## config.mk

```make
export PLATFORM = sky130hd
export DESIGN_NAME = assembler_line_token_tagger
export DESIGN_NICKNAME = d
export VERILOG_FILES = /design/src/rtl/core/altt_pkg.sv /design/src/rtl/core/assembler_line_token_tagger.sv
export VERILOG_INCLUDE_DIRS = /design/src /design/src/rtl/core
export SDC_FILE = /design/constraint.sdc
export NUM_CORES = 1
export LEC_CHECK = 0
export BUFFER_PORTS_ARGS = -buffer_cell sky130_fd_sc_hd__buf_4
export CORE_MARGIN = 5
export CORE_UTILIZATION = 38
export CTS_CLUSTER_DIAMETER = 100
export CTS_CLUSTER_SIZE = 20
export DETAILED_ROUTE_END_ITERATION = 10
export GPL_ROUTABILITY_DRIVEN = 1
export MAX_ROUTING_LAYER = met4
export PLACE_DENSITY_LB_ADDON = 0.15
export SLEW_MARGIN = 20
export SYNTH_ARGS = -nofsm -noshare
export SYNTH_HDL_FRONTEND = slang
export SYNTH_SLANG_ARGS = --single-unit
```

## constraint.sdc

```tcl
create_clock -name clk_i -period 10.5 [get_ports clk_i]
set_clock_uncertainty 0.1 [all_clocks]
set_input_delay 0 -clock clk_i [delete_from_list [all_inputs] [get_ports clk_i]]
set_output_delay 0 -clock clk_i [all_outputs]
set_load 0.02 [all_outputs]
```

## src/rtl/core/assembler_line_token_tagger_macros.svh

```systemverilog
// ----------------------------------------------------------------------------
// Assertion macros for the assembler line token tagger
// Concurrent checks clocked on clk_i and disabled while rst_ni is low.
// ----------------------------------------------------------------------------
`ifndef ASSEMBLER_LINE_TOKEN_TAGGER_MACROS_SVH
`define ASSEMBLER_LINE_TOKEN_TAGGER_MACROS_SVH

// A property that must hold at every rising clock edge.
`define TAG_CHECK(lbl, prop) \
  lbl: assert property (@(posedge clk_i) disable iff (!rst_ni) (prop)) \
    else $error("line token tagger: invariant violated");

// A condition that must hold in the cycle after a trigger.
`define TAG_NEXT(lbl, ante, cons) \
  lbl: assert property (@(posedge clk_i) disable iff (!rst_ni) (ante) |=> (cons)) \
    else $error("line token tagger: next-cycle check failed");

`endif

```

## src/rtl/core/altt_pkg.sv

```systemverilog
// ----------------------------------------------------------------------------
// Assembler line token tagger package
// Word types, phase and record codes, character constants and keyword matchers.
// ----------------------------------------------------------------------------
package altt_pkg;

  localparam int unsigned LINE_LENGTH_MAX_DEF = 1024;
  localparam int unsigned MAX_RESULTS         = 3;
  localparam int unsigned FIFO_DEPTH          = 4;

  // Line phases.
  localparam logic [2:0] PH_START   = 3'd0;
  localparam logic [2:0] PH_LABEL   = 3'd1;
  localparam logic [2:0] PH_OPCODE  = 3'd2;
  localparam logic [2:0] PH_ARG     = 3'd3;
  localparam logic [2:0] PH_COMMENT = 3'd4;

  // Record kinds.
  localparam logic [2:0] KIND_LABEL   = 3'd0;
  localparam logic [2:0] KIND_OPCODE  = 3'd1;
  localparam logic [2:0] KIND_ARG     = 3'd2;
  localparam logic [2:0] KIND_COMMENT = 3'd3;
  localparam logic [2:0] KIND_SUMMARY = 3'd4;

  // Keyword match progress.
  localparam logic [2:0] MATCH_FAIL = 3'd7;
  localparam logic [2:0] EQU_DONE   = 3'd3;
  localparam logic [2:0] DATA_DONE  = 3'd4;

  localparam logic [7:0] ARG_MAX        = 8'd255;
  localparam logic [7:0] ARG_WARN_LIMIT = 8'd2;

  // Characters.
  localparam logic [7:0] CH_NUL    = 8'h00;
  localparam logic [7:0] CH_TAB    = 8'h09;
  localparam logic [7:0] CH_SPACE  = 8'h20;
  localparam logic [7:0] CH_DQUOTE = 8'h22;
  localparam logic [7:0] CH_SQUOTE = 8'h27;
  localparam logic [7:0] CH_COMMA  = 8'h2C;
  localparam logic [7:0] CH_DOT    = 8'h2E;
  localparam logic [7:0] CH_COLON  = 8'h3A;
  localparam logic [7:0] CH_SEMI   = 8'h3B;
  localparam logic [7:0] CH_BSLASH = 8'h5C;
  localparam logic [7:0] CH_UP_A   = 8'h41;
  localparam logic [7:0] CH_UP_Z   = 8'h5A;
  localparam logic [7:0] CASE_OFS  = 8'h20;
  localparam logic [7:0] CH_LO_A   = 8'h61;
  localparam logic [7:0] CH_LO_D   = 8'h64;
  localparam logic [7:0] CH_LO_E   = 8'h65;
  localparam logic [7:0] CH_LO_Q   = 8'h71;
  localparam logic [7:0] CH_LO_T   = 8'h74;
  localparam logic [7:0] CH_LO_U   = 8'h75;

  typedef struct packed {
    logic [7:0] ch;
    logic       has_char;
    logic       end_of_line;
  } in_t;

  typedef struct packed {
    logic [2:0]  record_kind;
    logic [7:0]  arg_index;
    logic [9:0]  token_start;
    logic [10:0] token_length;
    logic [7:0]  arg_total;
    logic        label_warning;
    logic        extra_text_warning;
    logic        line_too_long;
    logic        last;
  } out_t;

  function automatic logic [7:0] to_lower(logic [7:0] c);
    return (c >= CH_UP_A && c <= CH_UP_Z) ? c + CASE_OFS : c;
  endfunction

  function automatic logic [2:0] equ_step(logic [2:0] prog, logic [7:0] c);
    logic [7:0] lc;
    logic       hit;
    lc = to_lower(c);
    case (prog)
      3'd0:    hit = (lc == CH_LO_E);
      3'd1:    hit = (lc == CH_LO_Q);
      3'd2:    hit = (lc == CH_LO_U);
      default: hit = 1'b0;
    endcase
    return hit ? prog + 3'd1 : MATCH_FAIL;
  endfunction

  function automatic logic [2:0] data_step(logic [2:0] prog, logic [7:0] c);
    logic [7:0] lc;
    logic       hit;
    lc = to_lower(c);
    case (prog)
      3'd0:    hit = (lc == CH_LO_D);
      3'd1:    hit = (lc == CH_LO_A);
      3'd2:    hit = (lc == CH_LO_T);
      3'd3:    hit = (lc == CH_LO_A);
      default: hit = 1'b0;
    endcase
    return hit ? prog + 3'd1 : MATCH_FAIL;
  endfunction

endpackage

```

## src/rtl/core/assembler_line_token_tagger.sv

```systemverilog
// ----------------------------------------------------------------------------
// Assembler line token tagger: splits a source line into label, opcode, args.
// The input word is registered; its results enter the result queue when it advances.
// Throughput: one word per cycle; the queue holds four result words and the
// input stalls while more than one would still wait after this cycle's pop.
// Reset clears the line state, the input valid flag and the result queue.
// ----------------------------------------------------------------------------
`include "assembler_line_token_tagger_macros.svh"

module assembler_line_token_tagger
  import altt_pkg::*;
#(
  parameter int unsigned LINE_LENGTH_MAX = LINE_LENGTH_MAX_DEF
) (
  input  logic clk_i,
  input  logic rst_ni,
  input  logic in_valid_i,
  output logic in_stall_o,
  input  in_t  in_word_i,
  output logic out_valid_o,
  input  logic out_stall_i,
  output out_t out_word_o
);

  localparam int unsigned PW   = $clog2(LINE_LENGTH_MAX + 1);
  localparam int unsigned OW   = $clog2(LINE_LENGTH_MAX);
  localparam int unsigned PTRW = $clog2(FIFO_DEPTH);
  localparam int unsigned CW   = $clog2(FIFO_DEPTH + 1);
  localparam logic [PW-1:0] PosMax = PW'(LINE_LENGTH_MAX);

  // Input register.
  logic in_vld_q;
  in_t  in_q;
  logic load, adv, room, pop;

  // Line state.
  logic [2:0]    phase_q, phase_d;
  logic          quote_q, quote_d, dquote_q, dquote_d;
  logic          esc_q, esc_d, skip_q, skip_d;
  logic [PW-1:0] pos_q, pos_d;
  logic [OW-1:0] start_q, start_d, lnb_q, lnb_d;
  logic          open_q, open_d, nbseen_q, nbseen_d;
  logic [7:0]    argc_q, argc_d, lfc_q, lfc_d;
  logic [2:0]    equ_q, equ_d, data_q, data_d;
  logic          dot_q, dot_d, ovf_q, ovf_d;

  // Results of the word in the input register.
  out_t       res [MAX_RESULTS];
  logic [1:0] res_n;

  // Result queue.
  out_t            fifo_q [FIFO_DEPTH];
  logic [PTRW-1:0] wr_q, rd_q;
  logic [CW-1:0]   cnt_q;

  function automatic out_t mk_rec(logic [2:0] kind, logic [7:0] idx, logic [OW-1:0] start,
                                  logic [PW-1:0] len, logic [7:0] cnt, logic lw,
                                  logic xw, logic lt);
    out_t r;
    r.record_kind        = kind;
    r.arg_index          = idx;
    r.token_start        = 10'(start);
    r.token_length       = 11'(len);
    r.arg_total          = cnt;
    r.label_warning      = lw;
    r.extra_text_warning = xw;
    r.line_too_long      = lt;
    r.last               = 1'b0;
    return r;
  endfunction

  assign pop         = out_valid_o && !out_stall_i;
  assign room        = (cnt_q - CW'(pop)) <= CW'(FIFO_DEPTH - MAX_RESULTS);
  assign adv         = in_vld_q && room;
  assign in_stall_o  = in_vld_q && !room;
  assign load        = in_valid_i && !in_stall_o;
  assign out_valid_o = (cnt_q != '0);
  assign out_word_o  = fifo_q[rd_q];

  always_comb begin
    logic [7:0]    c;
    logic          has, eol, blank;
    logic          do_open, do_ext, do_fin, do_com;
    logic [2:0]    ph_after;
    logic          open_after;
    logic [PW-1:0] len;
    c       = in_q.ch;
    has     = adv && in_q.has_char;
    eol     = adv && in_q.end_of_line;
    blank   = (c == CH_SPACE) || (c == CH_TAB);
    do_open = 1'b0;
    do_ext  = 1'b0;
    do_fin  = 1'b0;
    do_com  = 1'b0;
    len     = '0;

    phase_d  = phase_q;
    quote_d  = quote_q;
    dquote_d = dquote_q;
    esc_d    = esc_q;
    skip_d   = skip_q;
    pos_d    = pos_q;
    start_d  = start_q;
    lnb_d    = lnb_q;
    open_d   = open_q;
    nbseen_d = nbseen_q;
    argc_d   = argc_q;
    lfc_d    = lfc_q;
    equ_d    = equ_q;
    data_d   = data_q;
    dot_d    = dot_q;
    ovf_d    = ovf_q;

    res   = '{default: '0};
    res_n = '0;

    if (has) begin
      if (pos_q >= PosMax) begin
        ovf_d = 1'b1;
      end else begin
        pos_d = pos_q + 1'b1;
        if (skip_q) begin
          // The character right after a closing quote is dropped.
          skip_d = 1'b0;
        end else begin
          if (phase_q == PH_START) begin
            phase_d = (blank || c == CH_NUL) ? PH_OPCODE : PH_LABEL;
          end
          if (phase_q == PH_COMMENT) begin
            if (!blank) begin
              lnb_d = pos_q[OW-1:0];
            end
          end else if (phase_q == PH_START || !open_q) begin
            if (!blank) begin
              if (c == CH_SEMI) begin
                do_com = 1'b1;
              end else if (!(phase_q == PH_ARG && c == CH_COMMA)) begin
                do_open = 1'b1;
              end
            end
          end else if (quote_q) begin
            do_ext = 1'b1;
            if (esc_q) begin
              esc_d = 1'b0;
            end else if (c == CH_BSLASH) begin
              esc_d = 1'b1;
            end else if (c == (dquote_q ? CH_DQUOTE : CH_SQUOTE)) begin
              do_fin = 1'b1;
              skip_d = 1'b1;
            end
          end else if (c == CH_SEMI) begin
            do_fin = 1'b1;
            do_com = 1'b1;
          end else if (phase_q == PH_ARG ? (c == CH_COMMA) : blank) begin
            do_fin = 1'b1;
          end else begin
            do_ext = 1'b1;
          end
        end
      end
    end

    if (do_open) begin
      open_d   = 1'b1;
      nbseen_d = 1'b1;
      start_d  = pos_q[OW-1:0];
      quote_d  = (c == CH_SQUOTE) || (c == CH_DQUOTE);
      dquote_d = (c == CH_DQUOTE);
      esc_d    = 1'b0;
      if (phase_d == PH_OPCODE) begin
        dot_d = (c == CH_DOT);
      end
      do_ext = 1'b1;
    end

    if (do_ext) begin
      if (!blank) begin
        lnb_d = pos_q[OW-1:0];
      end
      if (phase_d == PH_LABEL) begin
        if (!blank) begin
          lfc_d = c;
        end
        equ_d = equ_step(equ_d, c);
      end else if (phase_d == PH_OPCODE) begin
        data_d = data_step(data_d, c);
      end
    end

    // At most one token closes per word: either on the character or at end of line.
    ph_after   = do_com ? PH_COMMENT : phase_d;
    open_after = do_com || (open_d && !do_fin);
    if (eol && !do_fin && open_after && ph_after >= PH_LABEL && ph_after <= PH_ARG) begin
      do_fin = 1'b1;
    end

    if (do_fin) begin
      len = PW'(lnb_d) - PW'(start_d) + PW'(1);
      if (phase_d == PH_LABEL) begin
        if (lfc_d == CH_COLON || lfc_d == CH_COMMA) begin
          len = len - PW'(1);
        end
        res[res_n] = mk_rec(KIND_LABEL, '0, start_d, len, '0, 1'b0, 1'b0, 1'b0);
        res_n      = res_n + 2'd1;
        phase_d    = PH_OPCODE;
      end else if (phase_d == PH_OPCODE) begin
        res[res_n] = mk_rec(KIND_OPCODE, '0, start_d, len, '0, 1'b0, 1'b0, 1'b0);
        res_n      = res_n + 2'd1;
        phase_d    = PH_ARG;
      end else if (phase_d == PH_ARG && nbseen_d) begin
        res[res_n] = mk_rec(KIND_ARG, argc_d, start_d, len, '0, 1'b0, 1'b0, 1'b0);
        res_n      = res_n + 2'd1;
        if (argc_d != ARG_MAX) begin
          argc_d = argc_d + 8'd1;
        end
      end
      open_d   = 1'b0;
      nbseen_d = 1'b0;
      quote_d  = 1'b0;
      esc_d    = 1'b0;
    end

    if (do_com) begin
      phase_d = PH_COMMENT;
      open_d  = 1'b1;
      start_d = pos_q[OW-1:0];
      lnb_d   = pos_q[OW-1:0];
    end

    if (eol) begin
      if (phase_d == PH_COMMENT) begin
        len        = PW'(lnb_d) - PW'(start_d) + PW'(1);
        res[res_n] = mk_rec(KIND_COMMENT, '0, start_d, len, '0, 1'b0, 1'b0, 1'b0);
        res_n      = res_n + 2'd1;
      end
      res[res_n] = mk_rec(KIND_SUMMARY, '0, '0, '0, argc_d, (equ_d == EQU_DONE),
                          (argc_d > ARG_WARN_LIMIT) && (data_d != DATA_DONE) && !dot_d,
                          ovf_d);
      res_n      = res_n + 2'd1;

      phase_d  = PH_START;
      quote_d  = 1'b0;
      dquote_d = 1'b0;
      esc_d    = 1'b0;
      skip_d   = 1'b0;
      pos_d    = '0;
      start_d  = '0;
      lnb_d    = '0;
      open_d   = 1'b0;
      nbseen_d = 1'b0;
      argc_d   = '0;
      lfc_d    = '0;
      equ_d    = '0;
      data_d   = '0;
      dot_d    = 1'b0;
      ovf_d    = 1'b0;
    end

    if (res_n != '0) begin
      res[res_n - 2'd1].last = 1'b1;
    end
  end

  always_ff @(posedge clk_i or negedge rst_ni) begin
    if (!rst_ni) begin
      in_vld_q <= 1'b0;
      phase_q  <= PH_START;
      quote_q  <= 1'b0;
      dquote_q <= 1'b0;
      esc_q    <= 1'b0;
      skip_q   <= 1'b0;
      pos_q    <= '0;
      start_q  <= '0;
      lnb_q    <= '0;
      open_q   <= 1'b0;
      nbseen_q <= 1'b0;
      argc_q   <= '0;
      lfc_q    <= '0;
      equ_q    <= '0;
      data_q   <= '0;
      dot_q    <= 1'b0;
      ovf_q    <= 1'b0;
      wr_q     <= '0;
      rd_q     <= '0;
      cnt_q    <= '0;
    end else begin
      if (load) begin
        in_vld_q <= 1'b1;
      end else if (adv) begin
        in_vld_q <= 1'b0;
      end
      phase_q  <= phase_d;
      quote_q  <= quote_d;
      dquote_q <= dquote_d;
      esc_q    <= esc_d;
      skip_q   <= skip_d;
      pos_q    <= pos_d;
      start_q  <= start_d;
      lnb_q    <= lnb_d;
      open_q   <= open_d;
      nbseen_q <= nbseen_d;
      argc_q   <= argc_d;
      lfc_q    <= lfc_d;
      equ_q    <= equ_d;
      data_q   <= data_d;
      dot_q    <= dot_d;
      ovf_q    <= ovf_d;
      wr_q     <= wr_q + PTRW'(res_n);
      rd_q     <= rd_q + PTRW'(pop);
      cnt_q    <= cnt_q + CW'(res_n) - CW'(pop);
    end
  end

  always_ff @(posedge clk_i) begin
    if (load) begin
      in_q <= in_word_i;
    end
    for (int i = 0; i < MAX_RESULTS; i++) begin
      if (2'(i) < res_n) begin
        fifo_q[wr_q + PTRW'(i)] <= res[i];
      end
    end
  end

  `TAG_CHECK(a_queue_bound, cnt_q <= CW'(FIFO_DEPTH))
  `TAG_CHECK(a_pos_bound, pos_q <= PosMax)
  `TAG_NEXT(a_eol_clears_line, adv && in_q.end_of_line, phase_q == PH_START && pos_q == '0)
  `TAG_NEXT(a_skip_once, adv && skip_q && in_q.has_char && pos_q < PosMax, !skip_q)

endmodule

```

==> results.md <==
* Outcome: complete, but fails checks
* Failing checks: negative hold slack
* Least-Margin Pin Slew at ~1100 ps
* Hold WS at -30.2 ps
* Fmax at about 140 MHz
* Sequential-to-total area share from yosys stat at between 40% and 50%
* VDD IR-drop max at 136 uV
* Average size of a mapped cell at between 10 and 15 sq um
* Final Power at 4.15 mW
* Setup CP Type: flip-flop to flip-flop
* Mux contribution to synthesized area at 9.21%
* Initial drt markers at 838
* Synth Area in Adders at roughly 5.7%
* Yosys reg bits at 258
* Final GP Congestion at 0.925
* Layout cells sized above 1 at between 10% and 20%
* GRT Util Overall at between 15 and 20%
* CTS Sinks at approximately 260
* Metal1 wirelength at roughly 19 mm
* Total CTS buffers at 17
* Syn nets at 1455
* Post_cts resized at 0
* DR vias at between 10000 and 15000
* Die Area at roughly 43000 sq um
* Biggest area consumer among synthesized cells: edfxtp_1
* Commonest non-fill, non-tap cell in the layout: nor2_1
* Total routed wirelength at about 41 mm
* Setup TNS at 0 ps
* Relative slew slack at 24.9%
* Clock Latency Late Sink at 520 ps
* Simple-gate portion of the synthesized area at around 17%
* Fraction of registers with async set/reset at 27.9%
* FP Rows at roughly 70
* H-tree level count at 1
* Crit path time final at between 7000 and 8000 ps
* WL/cell at 21.3 um
* Pins Over Slew Limit at 0
* Most frequent cells in the layout: nor2_1 (203), edfxtp_1 (186), nand2_1 (136)
* Die width at 207 um
* Core Area at roughly 39000 sq um
* Synth area leaders: edfxtp_1 (38%), dfrtp_1 (12%), mux4_2 (6.7%), ha_1 (5.2%), nor2_1 (5.2%)
* Critical path launch point type: flip-flop
* First-pass detailed-route iteration total at 6
* MaxCap Viol Count at 0
* Leak at between 6 and 7 nW
* Cells on worst reg2reg path at 16
* Metal3 WL at roughly 2.4 mm
* Mapped Area at approximately 15000 sq um
* Largest net degree at the start of global routing at 73
* I/O Buffers at between 50 and 60
* RSZ-0062 raised after global routing: false
* Setup Viol. Count Final at 0
* P per Cell Area at roughly 250 nW/um^2
* CTS tree: yes
* Detail Placement HPWL at about 29 mm
* Via-to-Cell Ratio at 5.65
* DRC Markers at 0
* Compound-gate portion of the synthesized area at 12.8%
* Synth Flop Type: edfxtp_1
* Grt total ovfl at 0
* Area share of the largest cell type after synthesis at 37.8%
* Root Buffer: clkbuf_16
* CP max FO at 68
* DR top layer: met4
* Met2 wire len at 19.3 mm
* Number of synthesized flops with an enable pin at ~190
* Fin crit share at around 68%
* Clock transition at the registers of the reported paths at 80 ps
* Vias in the first global route at ~11000
* Final Hold Violating Endpoints at 19
* Min-Delay Path Class: input pin to async pin
* Routed Antenna Nets at 0
* Largest family of logic cells by synthesized area: simple AND/OR/NAND/NOR gates
* Num ports at 60
* Hold Buf Count CTS at 13
* Syn Inst Count at 1376
* Layout area overhead at 11.1%
* Syn. warnings at 0
* WP data required at approximately 11000 ps
* First-pass GRT wire length at 64.5 mm
* Initial Util at 38.3%
* Antenna violations before repair at 1
* Setup Buffers After CTS at 0
* CP arrival at 7190 ps
* # fillers at between 3000 and 4000
* Xor/xnor share of the synthesized area at between 2 and 2.5%
* Nature of the critical path endpoint: flip-flop
* Clock tree buffer depth at 3
* Fin nets at 1488
* Die height at 207 um
* Synth unique cells at 87
==> critical path, stage by stage, from the launching register on <==
cell and delay (ps):
dfrtp_1 460, or3_1 390, nor2b_1 170, ha_1 240, ha_1 260, xnor2_4 250, and4_2 250, buf_4 600
and4_1 400, o21ai_2 290, ha_1 370, nor2_1 470, nand2_1 820, nor2_1 560, nor2_1 240, nand2_2 380
buf_4 460
==> where the power goes <==
| group | total [mW] | internal, mW | switching [mW] |
|---|---|---|---|
| clock | 0.689 | 0.325 | 0.363 |
| combinational | 2.07 | 0.789 | 1.28 |
| sequential | 1.39 | 1.28 | 0.117 |
| total | 4.15 | 2.39 | 1.76 |
==> flip-flops by register name (all words and copies together), names as in the netlist <==
register and count:
open_q 1, in_q 10, quote_q 1, dquote_q 1, dot_q 1, argc_q 8, in_vld_q 1, fifo_q 176
esc_q 1, ovf_q 1, equ_q 3, data_q 3, nbseen_q 1, rd_q 2, lnb_q 10, wr_q 2
cnt_q 3, phase_q 3, lfc_q 8, skip_q 1, pos_q 11, start_q 10
==> Yosys cell counts (9+ instances only) <==
library cell / instances
xnor2_1: 17
mux4_2: 44
nand3_1: 17
and2_1: 22
o22ai_1: 47
nor2_1: 204
nor2b_1: 9
xor2_1: 19
buf_2: 9
a21o_1: 17
mux2i_1: 22
or3_1: 11
o21ai_0: 46
nand2b_1: 21
and3_1: 24
ha_1: 62
mux2_2: 12
dfrtp_1: 72
nor3_1: 21
edfxtp_1: 186
buf_1: 10
a21oi_1: 81
a31oi_1: 11
inv_1: 52
nand2_1: 137
clkbuf_1: 59
nand4_1: 14
==> area by class of cell <==
cell class	instances	area [sq um]	share of cell area, %
flip-flops and latches	258	7390	45.0
multi-input cells	987	6940	42.3
repair buffers	93	734	4.47
well taps	518	648	3.95
clock buffers	27	484	2.95
inverters	52	195	1.19
clock inverters	3	28.8	0.175
diodes	1	2.50	0.0152
==> worst paths after layout <==
check / from / endpoint / slack (ps)
worst min-delay path: rst_ni / lnb_q[9] / -30
worst min register to register: rd_q[1] / rd_q[1] / 360
max in group asynchronous: rst_ni / rd_q[1] / 9790
worst max-delay path: cnt_q[2] / fifo_q[2][25] / 3390
min in group clk_i: in_word_i[6] / in_q[6] / 100
worst max register to register: cnt_q[2] / fifo_q[2][25] / 3390
==> per-stage QoR <==
| step | cell area (sq um) | hold slack (ps) | cells | util [%] | worst slack (ps) |
|---|---|---|---|---|---|
| 2_1_floorplan | 14800 | -396 | 1376 | - | 2620 |
| 3_3_place_gp | 15800 | 78.1 | 1895 | 40.9 | 3580 |
| 3_5_place_dp | 15800 | 79.3 | 1895 | 40.9 | 3410 |
| 6_report | 16400 | -30.2 | 1939 | 42.6 | 3390 |
| 4_1_cts | 16400 | 82.4 | 1938 | 42.6 | 3400 |
| 5_1_grt | 16400 | 54.6 | 1938 | 42.6 | 2910 |
==> cell families (layout without fill, tap and decap cells) <==
kind of cell | count (synthesis) | after routing
xor+xnor | 37 | 37
fa+ha+maj | 65 | 65
mux | 79 | 79
flops | 258 | 258
other cells | 0 | 1
buf+inv | 131 | 175
simple gates | 520 | 520
compound gates | 286 | 286
==> layer usage <==
metal	global-route usage (%)	vias up
met5	-	-
met2	30.7	347
met3	2.81	60
met4	4.10	0
met1	26.6	5418
li1	-	5131
No activity file was read; power rests on OpenSTA's default activity.
